<file path="src/rtl/smf_pkg.sv">
package smf_pkg;

  typedef enum logic [4:0] {
    PH_MTHD, PH_HLEN, PH_FMT, PH_NTRK, PH_DIV, PH_HSKIP, PH_MTRK, PH_TLEN,
    PH_DELTA, PH_STATUS, PH_D1, PH_D2, PH_SXLEN, PH_SXBODY, PH_MTYPE,
    PH_MLEN, PH_MBODY, PH_TSKIP, PH_DONE, PH_ERR
  } phase_e;

  typedef enum logic [1:0] {
    FN_DATA = 2'd0, FN_START = 2'd1, FN_EOF = 2'd2, FN_NONE = 2'd3
  } func_e;

  typedef enum logic [3:0] {
    EV_NONE = 4'd0, EV_CHAN = 4'd1, EV_META = 4'd2, EV_SYSEX = 4'd3,
    EV_SYS = 4'd4, EV_RT = 4'd5, EV_TEND = 4'd6, EV_DONE = 4'd7,
    EV_ERR = 4'd8, EV_HDR = 4'd9
  } event_e;

  typedef enum logic [2:0] {
    ER_NONE = 3'd0, ER_MTHD = 3'd1, ER_HSHORT = 3'd2, ER_FMT = 3'd3,
    ER_MTRK = 3'd4, ER_NORS = 3'd5, ER_VLEN = 3'd6, ER_TRUNC = 3'd7
  } err_e;

  // One result word, the fields in port order.
  typedef struct packed {
    logic [31:0] length_excess;
    logic [2:0]  error_code;
    logic [15:0] track_index;
    logic        meta_last;
    logic [7:0]  meta_value;
    logic [7:0]  meta_kind;
    logic [31:0] delta_time;
    logic [7:0]  second_data;
    logic [7:0]  first_data;
    logic [7:0]  status_byte;
    logic [3:0]  event_kind;
  } result_t;

  // Input word as registered at the front.
  typedef struct packed {
    logic [1:0] func;
    logic [7:0] data_byte;
  } item_t;

  function automatic logic [7:0] tag_byte(input logic trk, input logic [1:0] idx);
    logic [7:0] r;
    case (idx)
      2'd0: r = 8'h4d;
      2'd1: r = 8'h54;
      2'd2: r = trk ? 8'h72 : 8'h68;
      default: r = trk ? 8'h6b : 8'h64;
    endcase
    return r;
  endfunction

endpackage

</file>
<file path="src/rtl/smf_core.sv">
module smf_core #(
  parameter int unsigned VarlenMaxBytes = 8
) (
  input  logic            clk_i,
  input  logic            rst_ni,
  input  logic            step_i,
  input  smf_pkg::item_t  item_i,
  output smf_pkg::result_t res_o
);
  import smf_pkg::*;

  phase_e      ph_q, ph_d;
  logic [3:0]  fbc_q, fbc_d;
  logic [31:0] hlen_q, hlen_d;
  logic [15:0] fmt_q, fmt_d, ntrk_q, ntrk_d, tcnt_q, tcnt_d;
  logic [31:0] tlen_q, tlen_d, seen_q, seen_d, acc_q, acc_d, skip_q, skip_d;
  logic [8:0]  rs_q, rs_d;
  logic [7:0]  cur_q, cur_d, held_q, held_d, mk_q, mk_d;
  logic [3:0]  vcnt_q, vcnt_d;
  logic [2:0]  err_q, err_d;

  logic [7:0]  b;
  logic [31:0] vl_in, vl_val, rem;
  logic [3:0]  vl_cnt;
  logic        vl_more, vl_long, last_trk, two, is_text, fmt_bad;
  logic [31:0] skip_dec;
  result_t     r;

  assign b        = item_i.data_byte;
  assign vl_in    = (ph_q == PH_DELTA) ? acc_q : skip_q;
  assign vl_val   = {vl_in[24:0], b[6:0]};
  assign vl_cnt   = vcnt_q + 4'd1;
  assign vl_more  = b[7];
  assign vl_long  = vl_more && (vl_cnt >= 4'(VarlenMaxBytes));
  assign last_trk = (fmt_q == 16'd0) || ({1'b0, tcnt_q} + 17'd1 >= {1'b0, ntrk_q});
  assign two      = (cur_q[7:4] != 4'hc) && (cur_q[7:4] != 4'hd);
  assign is_text  = (mk_q >= 8'd1) && (mk_q <= 8'd15);
  // Bytes still declared for the track once the current byte is counted.
  assign rem      = tlen_q - seen_q - 32'd1;
  assign skip_dec = skip_q - 32'd1;
  assign fmt_bad  = fmt_q > 16'd1;

  always_comb begin
    logic [31:0] seen_n;
    logic        tend, nxt_trk, nxt_evt, hfin;
    ph_d = ph_q; fbc_d = fbc_q; hlen_d = hlen_q; fmt_d = fmt_q; ntrk_d = ntrk_q;
    tcnt_d = tcnt_q; tlen_d = tlen_q; seen_d = seen_q; rs_d = rs_q; cur_d = cur_q;
    held_d = held_q; acc_d = acc_q; vcnt_d = vcnt_q; skip_d = skip_q; mk_d = mk_q;
    err_d = err_q;
    r = '0;
    tend = 1'b0; nxt_trk = 1'b0; nxt_evt = 1'b0; hfin = 1'b0;
    seen_n = seen_q + 32'd1;
    case (func_e'(item_i.func))
      FN_START: begin
        ph_d = PH_MTHD; fbc_d = '0; hlen_d = '0; fmt_d = '0; ntrk_d = '0;
        tcnt_d = '0; tlen_d = '0; seen_d = '0; rs_d = '0; cur_d = '0;
        held_d = '0; acc_d = '0; vcnt_d = '0; skip_d = '0; mk_d = '0;
        err_d = '0;
      end
      FN_EOF: begin
        case (ph_q)
          PH_MTHD: begin err_d = ER_MTHD; ph_d = PH_ERR; r.event_kind = EV_ERR; end
          PH_MTRK: begin err_d = ER_MTRK; ph_d = PH_ERR; r.event_kind = EV_ERR; end
          PH_TSKIP: begin
            if (last_trk) begin
              ph_d = PH_DONE; r.event_kind = EV_DONE;
            end else begin
              err_d = ER_MTRK; ph_d = PH_ERR; r.event_kind = EV_ERR;
            end
          end
          PH_DONE: r.event_kind = EV_DONE;
          PH_ERR: ;
          default: begin err_d = ER_TRUNC; ph_d = PH_ERR; r.event_kind = EV_ERR; end
        endcase
      end
      FN_DATA: begin
        if (ph_q inside {[PH_DELTA:PH_MBODY]}) seen_d = seen_n;
        case (ph_q)
          PH_MTHD, PH_MTRK: begin
            if (b != tag_byte(ph_q == PH_MTRK, fbc_q[1:0])) begin
              err_d = (ph_q == PH_MTHD) ? ER_MTHD : ER_MTRK;
              ph_d = PH_ERR; r.event_kind = EV_ERR;
            end else if (fbc_q == 4'd3) begin
              fbc_d = '0;
              if (ph_q == PH_MTHD) begin hlen_d = '0; ph_d = PH_HLEN; end
              else begin tlen_d = '0; ph_d = PH_TLEN; end
            end else fbc_d = fbc_q + 4'd1;
          end
          PH_HLEN: begin
            hlen_d = {hlen_q[23:0], b};
            fbc_d = fbc_q + 4'd1;
            if (fbc_q == 4'd3) begin
              fbc_d = '0;
              if (hlen_d < 32'd6 || hlen_d[31]) begin
                err_d = ER_HSHORT; ph_d = PH_ERR; r.event_kind = EV_ERR;
              end else ph_d = PH_FMT;
            end
          end
          PH_FMT: begin
            fmt_d = {fmt_q[7:0], b}; fbc_d = fbc_q + 4'd1;
            if (fbc_q == 4'd1) begin fbc_d = '0; ph_d = PH_NTRK; end
          end
          PH_NTRK: begin
            ntrk_d = {ntrk_q[7:0], b}; fbc_d = fbc_q + 4'd1;
            if (fbc_q == 4'd1) begin fbc_d = '0; ph_d = PH_DIV; end
          end
          PH_DIV: begin
            fbc_d = fbc_q + 4'd1;
            if (fbc_q == 4'd1) begin
              fbc_d = '0;
              if (hlen_q > 32'd6) begin skip_d = hlen_q - 32'd6; ph_d = PH_HSKIP; end
              else hfin = 1'b1;
            end
          end
          PH_HSKIP: begin
            skip_d = skip_dec;
            if (skip_dec == '0) hfin = 1'b1;
          end
          PH_TLEN: begin
            tlen_d = {tlen_q[23:0], b}; fbc_d = fbc_q + 4'd1;
            if (fbc_q == 4'd3) begin
              fbc_d = '0; seen_d = '0; rs_d = '0; nxt_evt = 1'b1;
            end
          end
          PH_DELTA: begin
            acc_d = vl_val; vcnt_d = vl_more ? vl_cnt : 4'd0;
            if (vl_long) begin err_d = ER_VLEN; ph_d = PH_ERR; r.event_kind = EV_ERR; end
            else if (!vl_more) ph_d = PH_STATUS;
          end
          PH_STATUS: begin
            if (!b[7]) begin
              if (!rs_q[8]) begin
                err_d = ER_NORS; ph_d = PH_ERR; r.event_kind = EV_ERR;
              end else begin
                cur_d = rs_q[7:0];
                if ((rs_q[7:4] != 4'hc) && (rs_q[7:4] != 4'hd)) begin
                  held_d = b; ph_d = PH_D2;
                end else begin
                  r.event_kind = EV_CHAN; r.status_byte = rs_q[7:0];
                  r.first_data = b; nxt_evt = 1'b1;
                end
              end
            end else if (b[7:4] != 4'hf) begin
              cur_d = b; rs_d = {1'b1, b}; ph_d = PH_D1;
            end else if (b == 8'hf0) begin
              rs_d = '0; skip_d = '0; ph_d = PH_SXLEN;
            end else if (b == 8'hff) begin
              rs_d = '0; ph_d = PH_MTYPE;
            end else begin
              r.event_kind = (b <= 8'hf6) ? EV_SYS : EV_RT;
              r.status_byte = b; nxt_evt = 1'b1;
            end
          end
          PH_D1: begin
            if (two) begin held_d = b; ph_d = PH_D2; end
            else begin
              r.event_kind = EV_CHAN; r.status_byte = cur_q; r.first_data = b;
              nxt_evt = 1'b1;
            end
          end
          PH_D2: begin
            r.event_kind = EV_CHAN; r.status_byte = cur_q; r.first_data = held_q;
            r.second_data = b; nxt_evt = 1'b1;
          end
          PH_SXLEN: begin
            skip_d = vl_val; vcnt_d = vl_more ? vl_cnt : 4'd0;
            if (vl_long) begin err_d = ER_VLEN; ph_d = PH_ERR; r.event_kind = EV_ERR; end
            else if (!vl_more) begin
              if (vl_val == '0) begin
                r.event_kind = EV_SYSEX; r.status_byte = 8'hf0; nxt_evt = 1'b1;
              end else ph_d = PH_SXBODY;
            end
          end
          PH_SXBODY: begin
            skip_d = skip_dec;
            if (skip_dec == '0) begin
              r.event_kind = EV_SYSEX; r.status_byte = 8'hf0; nxt_evt = 1'b1;
            end
          end
          PH_MTYPE: begin mk_d = b; skip_d = '0; ph_d = PH_MLEN; end
          PH_MLEN: begin
            skip_d = vl_val; vcnt_d = vl_more ? vl_cnt : 4'd0;
            if (vl_long) begin err_d = ER_VLEN; ph_d = PH_ERR; r.event_kind = EV_ERR; end
            else if (!vl_more) begin
              if (vl_val != '0) ph_d = PH_MBODY;
              else if (mk_q == 8'h2f) tend = 1'b1;
              else begin
                if (is_text) begin
                  r.event_kind = EV_META; r.status_byte = 8'hff;
                  r.meta_kind = mk_q; r.meta_last = 1'b1;
                end
                nxt_evt = 1'b1;
              end
            end
          end
          PH_MBODY: begin
            skip_d = skip_dec;
            if (is_text) begin
              r.event_kind = EV_META; r.status_byte = 8'hff; r.meta_kind = mk_q;
              r.meta_value = b; r.meta_last = (skip_dec == '0);
            end
            if (skip_dec == '0) begin
              if (mk_q == 8'h2f) tend = 1'b1;
              else nxt_evt = 1'b1;
            end
          end
          PH_TSKIP: begin
            skip_d = skip_dec;
            if (skip_dec == '0) nxt_trk = 1'b1;
          end
          default: ;
        endcase
      end
      default: ;
    endcase
    if (hfin) begin
      if (fmt_bad) begin
        err_d = ER_FMT; ph_d = PH_ERR; r.event_kind = EV_ERR;
      end else begin
        r.event_kind = EV_HDR; tcnt_d = '0; fbc_d = '0;
        ph_d = (fmt_q == 16'd1 && ntrk_q == 16'd0) ? PH_DONE : PH_MTRK;
      end
    end
    if (tend) begin
      // Track length check uses the count including this byte.
      r.event_kind = EV_TEND; r.status_byte = 8'hff; r.meta_kind = 8'h2f;
      r.length_excess = seen_n - tlen_q;
      if (rem != '0 && !rem[31]) begin
        skip_d = rem; ph_d = PH_TSKIP;
      end else nxt_trk = 1'b1;
    end
    if (nxt_evt) begin acc_d = '0; vcnt_d = '0; ph_d = PH_DELTA; end
    if (nxt_trk) begin
      tcnt_d = tcnt_q + 16'd1; fbc_d = '0;
      ph_d = last_trk ? PH_DONE : PH_MTRK;
    end
    r.error_code = err_d;
    // Results carry the counter before this byte; idle results show it after.
    r.track_index = (r.event_kind == EV_NONE) ? tcnt_d : tcnt_q;
    if (r.event_kind inside {[EV_CHAN:EV_TEND]}) r.delta_time = acc_q;
  end

  always_ff @(posedge clk_i or negedge rst_ni) begin
    if (!rst_ni) begin
      ph_q <= PH_MTHD; fbc_q <= '0; hlen_q <= '0; fmt_q <= '0; ntrk_q <= '0;
      tcnt_q <= '0; tlen_q <= '0; seen_q <= '0; rs_q <= '0; cur_q <= '0;
      held_q <= '0; acc_q <= '0; vcnt_q <= '0; skip_q <= '0; mk_q <= '0;
      err_q <= '0;
    end else if (step_i) begin
      ph_q <= ph_d; fbc_q <= fbc_d; hlen_q <= hlen_d; fmt_q <= fmt_d;
      ntrk_q <= ntrk_d; tcnt_q <= tcnt_d; tlen_q <= tlen_d; seen_q <= seen_d;
      rs_q <= rs_d; cur_q <= cur_d; held_q <= held_d; acc_q <= acc_d;
      vcnt_q <= vcnt_d; skip_q <= skip_d; mk_q <= mk_d; err_q <= err_d;
    end
  end

  assign res_o = r;

  property p_err_holds;
    @(posedge clk_i) disable iff (!rst_ni)
      (ph_q == PH_ERR && step_i && item_i.func != FN_START) |=> (ph_q == PH_ERR);
  endproperty
  a_err_holds: assert property (p_err_holds) else $error("error phase left");

  a_err_code: assert property (@(posedge clk_i) disable iff (!rst_ni)
      (ph_q == PH_ERR) |-> (err_q != ER_NONE)) else $error("error phase without code");

  a_vcnt: assert property (@(posedge clk_i) disable iff (!rst_ni)
      vcnt_q <= 4'(VarlenMaxBytes)) else $error("varlen count overrun");
endmodule

</file>
<file path="src/rtl/midi_file_track_parser_top.sv">
// Channel   | Dir | Signals                        | Word
// s_axis    | in  | s_axis_tvalid/tready/tdata/tuser | data_byte in tdata, func in tuser
// m_axis    | out | m_axis_tvalid/tready/tdata     | one packed result per input word
//
// Every accepted input word yields exactly one result word, one per cycle
// while the output is not stalled. An input register feeds the single-pass
// parser logic, whose result lands in an output register; the parser state
// advances when the input register is consumed. A word waits in the input
// register until the output register can take its result. rst_ni clears all
// parser state asynchronously. A stalled output holds the input register
// full, and the input side stalls only then.
module midi_file_track_parser_top #(
  parameter int unsigned VARLEN_MAX_BYTES = 8
) (
  input  logic        clk_i,
  input  logic        rst_ni,
  input  logic        s_axis_tvalid,
  output logic        s_axis_tready,
  input  logic [7:0]  s_axis_tdata,   // [7:0] data_byte
  input  logic [1:0]  s_axis_tuser,   // [1:0] func
  output logic        m_axis_tvalid,
  input  logic        m_axis_tready,
  output logic [127:0] m_axis_tdata   // event_kind, status_byte, first_data,
                                      // second_data, delta_time, meta_kind,
                                      // meta_value, meta_last, track_index,
                                      // error_code, length_excess
);
  import smf_pkg::*;

  logic    in_v_q, out_v_q, step;
  item_t   in_q;
  result_t res, out_q;

  // The input stage moves forward when the output register is free or draining.
  assign step          = in_v_q && (!out_v_q || m_axis_tready);
  assign s_axis_tready = !in_v_q || step;

  always_ff @(posedge clk_i or negedge rst_ni) begin
    if (!rst_ni) begin
      in_v_q  <= 1'b0;
      out_v_q <= 1'b0;
    end else begin
      if (s_axis_tready) in_v_q <= s_axis_tvalid;
      if (step) out_v_q <= 1'b1;
      else if (m_axis_tready) out_v_q <= 1'b0;
    end
  end

  always_ff @(posedge clk_i) begin
    if (s_axis_tready && s_axis_tvalid) in_q <= '{func: s_axis_tuser, data_byte: s_axis_tdata};
    if (step) out_q <= res;
  end

  smf_core #(.VarlenMaxBytes(VARLEN_MAX_BYTES)) u_core (
    .clk_i (clk_i),
    .rst_ni(rst_ni),
    .step_i(step),
    .item_i(in_q),
    .res_o (res)
  );

  assign m_axis_tvalid = out_v_q;
  // The packed result is exactly 128 bits wide.
  assign m_axis_tdata  = out_q;

  a_out_hold: assert property (@(posedge clk_i) disable iff (!rst_ni)
      (out_v_q && !m_axis_tready) |=> $stable(out_q)) else $error("result changed");
  a_step_ok: assert property (@(posedge clk_i) disable iff (!rst_ni)
      step |-> in_v_q) else $error("step without word");
  a_fill: assert property (@(posedge clk_i) disable iff (!rst_ni)
      step |=> out_v_q) else $error("result lost");
endmodule
</file>
<file path="config.mk">
export PLATFORM = sky130hd
export DESIGN_NAME = midi_file_track_parser_top
export DESIGN_NICKNAME = d
export VERILOG_FILES = /design/src/rtl/smf_pkg.sv /design/src/rtl/smf_core.sv /design/src/rtl/midi_file_track_parser_top.sv
export SDC_FILE = /design/constraint.sdc
export NUM_CORES = 1
export LEC_CHECK = 0
export BUFFER_PORTS_ARGS = -buffer_cell sky130_fd_sc_hd__buf_2
export CORE_MARGIN = 3
export CORE_UTILIZATION = 50
export CTS_CLUSTER_SIZE = 28
export DETAILED_ROUTE_END_ITERATION = 8
export GPL_TIMING_DRIVEN = 0
export HOLD_SLACK_MARGIN = 0.03
export PLACE_DENSITY = 0.76
export SKIP_LAST_GASP = 1
export SLEW_MARGIN = 15
export SYNTH_ARGS = -nofsm -noshare
export SYNTH_HDL_FRONTEND = slang
export SYNTH_SLANG_ARGS = --single-unit
export TNS_END_PERCENT = 20
</file>
<file path="constraint.sdc">
create_clock -name clk_i -period 5.3 [get_ports clk_i]
set_input_delay 0.53 -clock clk_i [delete_from_list [all_inputs] [get_ports clk_i]]
set_output_delay 0.53 -clock clk_i [all_outputs]
set_load 0.02 [all_outputs]
</file>
Word level (Yosys, flattened, before mapping)
Index checks and enable logic that the tools add are counted.
{"block": "totals", "reg_bits": 397, "latch_bits": 0, "mem_bits_rw": 0, "rom_bits": 0, "output_inout_bits": 130, "mem_count": 0}
{"block": "classes", "addsub": 10, "multipliers": 0, "n_div": 0, "magnitude_cmp": 12, "eq_ne": 58, "shift": 0, "muxes": 208, "bitwise_logic": 1, "reduce_logical": 51}
{"operator": "$mux W32", "n": 18}
{"operator": "$pmux W32 S2", "n": 7}
{"operator": "$mux W5", "n": 32}
{"operator": "$mux W8", "n": 20}
{"operator": "$pmux W32 S5", "n": 1}
{"operator": "$mux W12", "n": 11}
{"operator": "$mux W16", "n": 8}
{"operator": "$mux W4", "n": 20}
{"operator": "$pmux W8 S2", "n": 5}
{"operator": "$logic_not A32 Y1", "n": 2}
{"operator": "$pmux W16 S2", "n": 2}
{"operator": "$reduce_bool A32 Y1", "n": 2}
{"operator": "$sub A32 B1 Y32 const B", "n": 2}
{"operator": "$sub A32 B32 Y32", "n": 2}
{"operator": "$pmux W8 S7", "n": 1}
{"operator": "$pmux W5 S11", "n": 1}
{"operator": "$pmux W8 S3", "n": 2}
{"operator": "$mux W9", "n": 5}
{"operator": "$mux W1", "n": 41}
{"operator": "$eq A5 B4 Y1 const B", "n": 8}
{"operator": "$mux W20", "n": 2}
{"operator": "$pmux W4 S10", "n": 1}
{"operator": "$pmux W9 S2", "n": 2}
{"operator": "$mux W3", "n": 11}
{"operator": "65 further kinds", "n": 134}

Longest topological paths before layout
Gate-level depths: netlist (run 1).
{"block": "logic_depth", "depth_word": 14, "ltp_mapped": 21, "mapped_depth_nobuf": 19}

Modules after synthesis
A second synthesis (run 1) with hierarchy kept.
{"block": "hier_totals", "hier_cells": 2773, "hier_area_um2": 24858.8}
{"module": "smf_core", "n_inst": 1, "cells_per_inst": 2627, "area_per_inst_um2": 20611.0, "seq_area_each_um2": 6406.1}
{"module": "midi_file_track_parser_top", "n_inst": 1, "cells_per_inst": 146, "area_per_inst_um2": 4247.8, "seq_area_each_um2": 4194.0}

Least setup slack after synthesis (run 1)
OpenSTA, ideal clock, no wires.
{"block": "synth_path", "path_kind": "input -> register", "start": "input m_axis_tready", "end": "register out_q, in the netlist m_axis_tdata[0] (enable)", "setup_time_ps": 543, "arrival_ps": 4905, "slack_ps": -148, "stages": 5, "path_buffers": 2, "path_cell_list": "nand2b_1 nand2_1 inv_1 clkbuf_1 clkbuf_1"}
{"block": "synth_between", "elab_chain_len": 2}
{"element": "start: declaration", "line": "midi_file_track_parser_top.sv:22", "source": "input logic m_axis_tready,"}
{"element": "$logic_or A1 B1 Y1", "line": "midi_file_track_parser_top.sv:35", "source": "assign step = in_v_q && (!out_v_q || m_axis_tready);"}
{"element": "$logic_and A1 B1 Y1", "line": "midi_file_track_parser_top.sv:35"}
{"element": "net step", "line": "midi_file_track_parser_top.sv:30", "source": "logic in_v_q, out_v_q, step;"}
{"element": "end signal: assignment", "line": "midi_file_track_parser_top.sv:51", "source": "if (step) out_q <= res;"}
{"element": "end: declaration", "line": "midi_file_track_parser_top.sv:32", "source": "result_t res, out_q;"}
The timed path passes the listed nets, and every way through them passes these cells.
A chain may end at the register's enable or synchronous reset.

Worst setup path in the final report (run 1)
{"block": "layout_path", "start": "register u_core.seen_q[15]", "end": "register u_core.tcnt_q[11]"}
{"block": "layout_between", "elab_chain_len": 7, "elab_cells_between_ends": 8}
{"element": "start: declaration", "line": "smf_core.sv:16", "source": "logic [31:0] tlen_q, tlen_d, seen_q, seen_d, acc_q, acc_d, skip_q, skip_d;"}
{"element": "start signal: assignment", "line": "smf_core.sv:251", "source": "ntrk_q <= ntrk_d; tcnt_q <= tcnt_d; tlen_q <= tlen_d; seen_q <= seen_d;"}
{"element": "$sub A32 B32 Y32 (*)", "line": "smf_core.sv:39", "source": "assign rem = tlen_q - seen_q - 32'd1;"}
{"element": "$sub A32 B1 Y32 (*)", "line": "smf_core.sv:39"}
{"element": "$reduce_bool A32 Y1 or $logic_not A1 Y1 (tied branches)", "line": "smf_core.sv:228", "source": "if (rem != '0 && !rem[31]) begin"}
{"element": "$logic_and A1 B1 Y1 (*)", "line": "smf_core.sv:228"}
{"element": "$mux W1 (*)", "line": "smf_core.sv:228"}
{"element": "$mux W1 (*)", "line": "smf_core.sv:224", "source": "if (tend) begin"}
{"element": "$mux W16 (*)", "line": "smf_core.sv:233", "source": "if (nxt_trk) begin"}
{"element": "end signal: assignment", "line": "smf_core.sv:251"}
{"element": "end: declaration", "line": "smf_core.sv:15", "source": "logic [15:0] fmt_q, fmt_d, ntrk_q, ntrk_d, tcnt_q, tcnt_d;"}
Every way passes the cells marked *; elsewhere a longest branch is shown, timed or not.

==> flow_metrics.env, run 1 <==
export IMPL_grt_max_degree=104
export IMPL_ys_seq_area_frac=0.427
export IMPL_hold_path_class="input pin to flop"
export IMPL_yosysUniqueCellTypes=96
export IMPL_fp_dieW_um=229
export IMPL_syn_area_per_cell_um2=8.86
export IMPL_criticalPathCategory="flop to flop"
export IMPL_cts_tree="yes"
export IMPL_drive_above_1_share=0.109
export IMPL_power_switching_w=0.00375
export IMPL_fin_hold_ws_ns=0.131
export IMPL_slew_viol_final=0
export IMPL_cp_buffers_inverters=4
export IMPL_io_buffers=143
export IMPL_clk_transition_reported_paths_ns=0.06
export IMPL_rsz0062_at_grt="true"
export IMPL_setup_tns_ns=0
export IMPL_drv_cap=0
export IMPL_grt_pass1_vias=23000
export IMPL_netlist_area_um2=24800
export IMPL_slowest_stage="or4b_2"
export IMPL_grt_ovfl_total=0
export IMPL_worstSetupStartpointType="flop"
export IMPL_place_congestion=1.01
export IMPL_drtAntennaViolNets=0
export IMPL_avgViaCountPerCell=6.38
export IMPL_combinationalPowerShare=0.329
export IMPL_start_util=0.506
export IMPL_num_rows=81
export IMPL_wl_per_cell_um=23.9
export IMPL_drc=0
export IMPL_grt_antenna_before_repair=1
export IMPL_arrival_ns=5.60
export IMPL_finalHoldViolCount=0
export IMPL_critPathRequiredTime_ns=5.76
export IMPL_p_leak_nw=11.9
export IMPL_async_flop_share=0.652
export IMPL_design_area_um2=28300
export IMPL_synth_edf_count=138
export IMPL_numCtsBuffers=46
export IMPL_slowest_delay_ns=0.69
export IMPL_dieArea_um2=52400
export IMPL_synth_seq_cells=396
export IMPL_grt_pass1_wl_mm=136
export IMPL_dominantRegCellSynth="dfrtp_1"
export IMPL_drtIter0Drc=2531
export IMPL_insertion_delay_ns=0.59
export IMPL_die_height_um=229
export IMPL_crit_top_cell="buf_2"
export IMPL_irDropWorstVdd_mv=0.223
export IMPL_power_density_nw_per_um2=358
export IMPL_grt_total_usage=0.330
export IMPL_pwr_share_clk=0.321
export IMPL_first_pass_iters=6
export IMPL_critPathTopFamily="simple AND/OR/NAND/NOR gates"
export IMPL_crit_fanout=10
export IMPL_nNetsFinal=3118
export IMPL_maxSlewHeadroom=0.0925
export IMPL_ios=144
export IMPL_max_freq_mhz=195
export IMPL_status="finished clean"
export IMPL_routed_wl_mm=88.7
export IMPL_area_delta_synth_final_pct=14.1
export IMPL_worst_setup_path_end_kind="flop"
export IMPL_root_buffer="clkbuf_16"
export IMPL_setup_slack_ns=0.160
export IMPL_pre_cts_ws_ns=-0.675
export IMPL_p_int_w=0.00639
export IMPL_swShare=0.370
export IMPL_crit_chain="inv_1, ha_1, clkbuf_1, nand4_1, nor2_1, or4b_2, and2_1, o2111ai_1, nand3_1, nor4b_1, and4_1, and3_1, buf_2, a221o_2, o21ai_2, buf_2, a22o_1"
export IMPL_num_vias=23700
export IMPL_n_fill_cell=4349
export IMPL_htreeDepth=2
export IMPL_place_area_um2=26500
export IMPL_final_setup_skew_ns=0.0251
export IMPL_worst_pin_slew_ns=1.36
export IMPL_postSynthCellCount=2803
export IMPL_setup_violations_final=0
export IMPL_clk_path_buf_depth=3
export IMPL_core_um2=49100
export IMPL_yosys_warnings=0
export IMPL_pwr_share_seq=0.350
export IMPL_hpwl_mm=65.6
export IMPL_fin_crit_sh=0.970
export IMPL_clock_sinks=396
export IMPL_min_period_ns=5.14
[worst reg2reg max path: stages (launching register included)]
cell	delay [ns]
dfrtp_1	0.45
inv_1	0.12
ha_1	0.28
clkbuf_1	0.29
nand4_1	0.26
nor2_1	0.19
or4b_2	0.69
and2_1	0.21
o2111ai_1	0.20
nand3_1	0.26
nor4b_1	0.39
and4_1	0.25
and3_1	0.16
buf_2	0.23
a221o_2	0.34
o21ai_2	0.16
buf_2	0.30
a22o_1	0.26
[worst paths after layout]
| path | from | to | slack (ns) | cells past startpoint |
|---|---|---|---|---|
| max | u_core.seen_q[15] | u_core.tcnt_q[11] | 0.16 | 17 |
| min | s_axis_tdata[0] | in_q[0] | 0.13 | 1 |
| max reg2reg | u_core.seen_q[15] | u_core.tcnt_q[11] | 0.16 | 17 |
| min reg2reg | u_core.fmt_q[9] | u_core.fmt_q[9] | 0.48 | 2 |
| max in group asynchronous | rst_ni | u_core.tcnt_q[11] | 3.45 | 4 |
| min in group asynchronous | rst_ni | u_core.skip_q[11] | 0.46 | 2 |
[metal layers]
layer	global-route usage	part of all wire	vias up	routed length, µm
li1	-	-	10600	-
met1	0.432	0.40	11500	35400
met2	0.533	0.46	1266	40400
met3	0.0528	0.086	312	7640
met4	0.171	0.058	2	5150
met5	0	0.00015	-	13
[layout by cell type (no fill, tap or decap), drive strengths merged, types with 19 or more instances in the layout]
| cell type | count |
|---|---|
| nor2 | 235 |
| a21o | 42 |
| nor3 | 68 |
| a21oi | 158 |
| or3 | 29 |
| dfrtp | 258 |
| clkbuf | 187 |
| nand4 | 31 |
| a22o | 61 |
| inv | 118 |
| a211oi | 21 |
| and3 | 23 |
| xnor2 | 127 |
| xor2 | 41 |
| buf | 196 |
| nand2b | 24 |
| nor4 | 48 |
| and2 | 48 |
| ha | 88 |
| nor2b | 19 |
| mux2i | 25 |
| o21ai | 235 |
| o31ai | 62 |
| edfxtp | 138 |
| nand3 | 65 |
| nand2 | 404 |
[power by group through the flow]
| stage | registers, W | logic (W) | clock network [W] |
|---|---|---|---|
| after global placement | 0.00359 | 0.00308 | 0 |
| after detailed placement | 0.00359 | 0.00310 | 0 |
| after global routing | 0.00356 | 0.00357 | 0.00340 |
| after CTS | 0.00353 | 0.00318 | 0.00329 |
| final | 0.00355 | 0.00334 | 0.00326 |
| after floorplan | 0.00363 | 0.00202 | 0 |
[final cells by class]
class | count | area, µm² | area share
multi-input cells | 2133 | 13300 | 0.470
flip-flops and latches | 396 | 10600 | 0.374
clock buffers | 61 | 1330 | 0.0470
repair buffers | 162 | 931 | 0.0328
well taps | 664 | 831 | 0.0293
plain buffers | 161 | 693 | 0.0245
inverters | 114 | 429 | 0.0151
clock inverters | 24 | 216 | 0.00764
diodes | 1 | 2.50 | 0.0000883
[registers in the layout, indices dropped and copies added, names as in the netlist]
register and flops:
u_core.seen_q 32, m_axis_tdata 128, in_q 10, u_core.fmt_q 16
u_core.tcnt_q 16, u_core.fbc_q 4, u_core.vcnt_q 4, u_core.rs_q 8
u_core.err_q 3, u_core.ph_q 5, u_core.cur_q 8, u_core.acc_q 32
u_core.skip_q 32, m_axis_tvalid 1, u_core.held_q 8, u_core.tlen_q 32
u_core.mk_q 8, u_core.ntrk_q 16, u_core.hlen_q 32, in_v_q 1
[through the flow]
step	total power, W	std cells	utilization
after detailed placement	0.00669	3615	0.540
after CTS	0.0100	3703	0.574
after global placement	0.00667	3612	0.538
after global routing	0.0105	3715	0.578
after floorplan	0.00565	2805	-
final	0.0101	3716	0.578
[Yosys cell counts (8+ instances only)]
master / instances / area (µm²)
mux2i_1: 25 / 250
nor4_1: 42 / 263
ha_1: 88 / 1100
nor2_1: 234 / 878
nand3_1: 63 / 315
nand4_1: 31 / 194
o21bai_1: 9 / 67.6
nand2_1: 401 / 1510
nor4b_1: 8 / 70.1
o31ai_1: 61 / 458
a221oi_1: 11 / 96.3
or4_1: 9 / 67.6
o41ai_1: 10 / 87.6
and2_1: 47 / 294
a21o_1: 42 / 315
nand2b_1: 24 / 150
or3_1: 29 / 181
o21a_1: 13 / 97.6
nor3b_1: 13 / 97.6
clkbuf_1: 128 / 480
a22oi_1: 17 / 128
a21oi_1: 158 / 791
dfrtp_1: 258 / 6460
o211ai_1: 18 / 135
xnor2_1: 127 / 1110
o21ai_1: 19 / 95.1
and3_1: 23 / 144
buf_2: 17 / 85.1
o22ai_1: 13 / 81.3
edfxtp_1: 138 / 4140
o21ai_0: 214 / 1070
a211oi_1: 21 / 158
a31oi_1: 15 / 93.8
xor2_1: 41 / 359
or2_2: 16 / 100
nor3_1: 66 / 330
a22o_1: 61 / 534
nor2b_1: 19 / 119
inv_1: 112 / 420
[cells by family (layout without fill, tap and decap cells)]
logic type,after synthesis,after routing,share of synthesized area
compound gates,775,775,0.205
xor+xnor,168,168,0.0592
fa+ha+maj,90,90,0.0459
buf+inv,276,522,0.0448
flops,396,396,0.427
mux,28,28,0.0114
other cells,1,4,0.000151
simple gates,1069,1069,0.207
[timing repair]
action,4_1_cts,5_1_grt
setup endpoints to repair,95,134
resized for setup,13,19
hold buffers,1,0
pin swaps,2,11
buffers inserted,2,13
gates cloned,0,0
hold endpoints to repair,54,0
(Power assumes the default switching activity.)
==> inputs of run 2 (changes only) <==
--- a/config.mk
+++ b/config.mk
@@ -12,7 +12,8 @@
 export DETAILED_ROUTE_END_ITERATION = 8
 export GPL_TIMING_DRIVEN = 0
 export HOLD_SLACK_MARGIN = 0.03
-export PLACE_DENSITY = 0.76
+export PLACE_DENSITY = 0.7
+export SETUP_SLACK_MARGIN = 0.2
 export SKIP_LAST_GASP = 1
 export SLEW_MARGIN = 15
 export SYNTH_ARGS = -nofsm -noshare
==> run 2 against run 1 <==
  * The run now ends with DRC left
  * Hold slack lost 0.0047 ns
  * Critical path depth fell by 3
  * Combinational power is essentially flat
  * Clock power grew 2%
  * Final cell count did not move
  * Total power rose by 0.46%
  * Sequential power is essentially flat
  * Utilization up 0.29 points
  * Cell area rose by 0.50%
  * Die area unchanged
  * Worst setup slack gained 0.12 ns
  * Flip-flop and latch count unchanged
  * Critical endpoint is now u_core.acc_q[6]
  * Largest cell class unchanged
  * Largest power group unchanged
==> flow_metrics.env, run 2 (synthesis results as in run 1) <==
export IMPL_root_buffer="clkbuf_16"
export IMPL_max_freq_mhz=199
export IMPL_num_rows=81
export IMPL_routed_wl_mm=88.9
export IMPL_largest_register_ffs=128
export IMPL_clk_transition_reported_paths_ns=0.07
export IMPL_place_congestion=0.993
export IMPL_combinationalPowerShare=0.325
export IMPL_grt_pass1_wl_mm=135
export IMPL_drive_above_1_share=0.113
export IMPL_critPathRequiredTime_ns=5.80
export IMPL_hold_path_depth=1
export IMPL_clock_sinks=396
export IMPL_power_density_nw_per_um2=358
export IMPL_wl_per_cell_um=23.9
export IMPL_pre_cts_ws_ns=-0.398
export IMPL_fin_crit_sh=0.948
export IMPL_drtIter0Drc=2538
export IMPL_fp_dieW_um=229
export IMPL_grt_total_usage=0.331
export IMPL_fin_hold_ws_ns=0.126
export IMPL_rsz0062_at_grt="true"
export IMPL_worst_pin_slew_ns=1.20
export IMPL_crit_fanout=10
export IMPL_htreeDepth=2
export IMPL_avgViaCountPerCell=6.31
export IMPL_worstSetupStartpointType="flop"
export IMPL_hold_end="in_q[9]"
export IMPL_swShare=0.364
export IMPL_n_antenna_cell=0
export IMPL_dp_cells=3615
export IMPL_irDropWorstVdd_mv=0.243
export IMPL_worstRegToRegCells=14
export IMPL_nNetsFinal=3119
export IMPL_first_pass_iters=9
export IMPL_maxSlewHeadroom=0.197
export IMPL_drv_cap=0
export IMPL_insertion_delay_ns=0.60
export IMPL_setup_violations_final=0
export IMPL_crit_start="u_core.skip_q[20]"
export IMPL_drc=1
export IMPL_p_int_w=0.00648
export IMPL_core_um2=49100
export IMPL_clk_path_buf_depth=3
export IMPL_final_setup_skew_ns=0.0341
export IMPL_power_switching_w=0.00371
export IMPL_setup_slack_ns=0.277
export IMPL_cts_tree="yes"
export IMPL_r2r_slack_ns=0.28
export IMPL_arrival_ns=5.52
export IMPL_grt_antenna_before_repair=0
export IMPL_drtAntennaViolNets=0
export IMPL_setup_tns_ns=0
export IMPL_worst_setup_path_end_kind="flop"
export IMPL_criticalPathCategory="flop to flop"
export IMPL_n_fill_cell=4455
export IMPL_start_util=0.506
export IMPL_r2r_start="u_core.skip_q[20]"
export IMPL_min_from="s_axis_tuser[1]"
export IMPL_slew_viol_final=0
export IMPL_status="complete, but fails checks"
export IMPL_pwr_share_seq=0.347
export IMPL_finalHoldViolCount=0
export IMPL_wl_met3_mm=7.43
export IMPL_min_period_ns=5.02
export IMPL_pwr_share_clk=0.328
export IMPL_final_cell_mix="400 x nand2_1, 257 x dfrtp_1, 234 x nor2_1, 211 x o21ai_0, 160 x buf_2"
export IMPL_grt_ovfl_total=0
export IMPL_num_vias=23400
export IMPL_wl_met1_mm=36.9
export IMPL_numCtsBuffers=46
export IMPL_grt_pass1_vias=22500
export IMPL_r2r_end="u_core.acc_q[6]"
export IMPL_hpwl_mm=66.4
export IMPL_io_buffers=143
export IMPL_ios=144
export IMPL_stdcell_count=3716
export IMPL_final_common_cell="nand2_1"
export IMPL_hold_path_class="input pin to flop"
export IMPL_top_layer_used="met4"
export IMPL_p_leak_nw=12.0
export IMPL_wl_met2_mm=40.3
export IMPL_grt_max_degree=101
export IMPL_dieArea_um2=52400
export IMPL_area_delta_synth_final_pct=14.7
export IMPL_power_w=0.0102
export IMPL_violations="DRC"
export IMPL_die_height_um=229
## run 2: cell types whose count changed in the layout (fill, tap and decap cells not counted), moves of 3 or more
cell / before / now
bufinv_16: 3 / 6
clkbuf_8: 5 / 8
clkinv_2: 12 / 6
clkbuf_2: 0 / 5
clkbuf_16: 50 / 47
## run 2: what timing repair did
item                                    in CTS  in global routing
endpoints found under the setup margin     128                131
pin swaps                                    1                  9
resized for setup                           17                 42
hold endpoints to repair                    68                  0
hold buffers                                 1                  0
buffers inserted                             1                 13
## run 2: worst max-delay path by stage
| stage | slack [ns] | to |
|---|---|---|
| after CTS | 0.17 | u_core.tcnt_q[15] |
| after detailed placement | -0.40 | m_axis_tdata[126] |
| after floorplan | 0.96 | m_axis_tdata[126] |
| final | 0.28 | u_core.acc_q[6] |
| after global placement | -1.12 | u_core.tlen_q[27] |
| after global routing | 0.17 | m_axis_tdata[43] |
## run 2: cell type report
type,instances,area [µm²],share of cell area
clock inverters,20,284,0.00997
well taps,664,831,0.0292
clock buffers,65,1310,0.0461
plain buffers,162,707,0.0248
multi-input cells,2133,13400,0.470
flip-flops and latches,396,10600,0.372
repair buffers,162,931,0.0327
inverters,114,430,0.0151
## run 2: critical path, cell delays in order (launching register included)
cell	delay (ns)
dfrtp_1	0.35
clkbuf_1	0.29
nor3_1	0.50
nand3_1	0.29
or4_4	0.57
o21a_1	0.20
o2111ai_2	0.47
nor4_1	0.17
nor3_1	0.38
nand2_1	0.36
nor2_1	0.33
nand2_1	0.11
nand2_1	0.28
clkbuf_1	0.39
a22o_1	0.21
## run 2: power by group through the flow
| stage | clock [W] | combinational (W) | sequential (W) |
|---|---|---|---|
| after global routing | 0.00350 | 0.00353 | 0.00355 |
| after global placement | 0 | 0.00306 | 0.00359 |
| after floorplan | 0 | 0.00202 | 0.00363 |
| after CTS | 0.00338 | 0.00316 | 0.00353 |
| final | 0.00334 | 0.00331 | 0.00354 |
| after detailed placement | 0 | 0.00307 | 0.00358 |
## run 2: routing by layer
metal	vias to the layer above	track usage
li1	10600	-
met1	11400	0.453
met2	1185	0.525
met3	254	0.0532
met4	0	0.143
met5	-	0
## run 2: through the flow
step	util	cell area, µm²
final	0.581	28500
after CTS	0.575	28200
after global placement	0.538	26400
after global routing	0.581	28500
after detailed placement	0.540	26500
after floorplan	-	24900
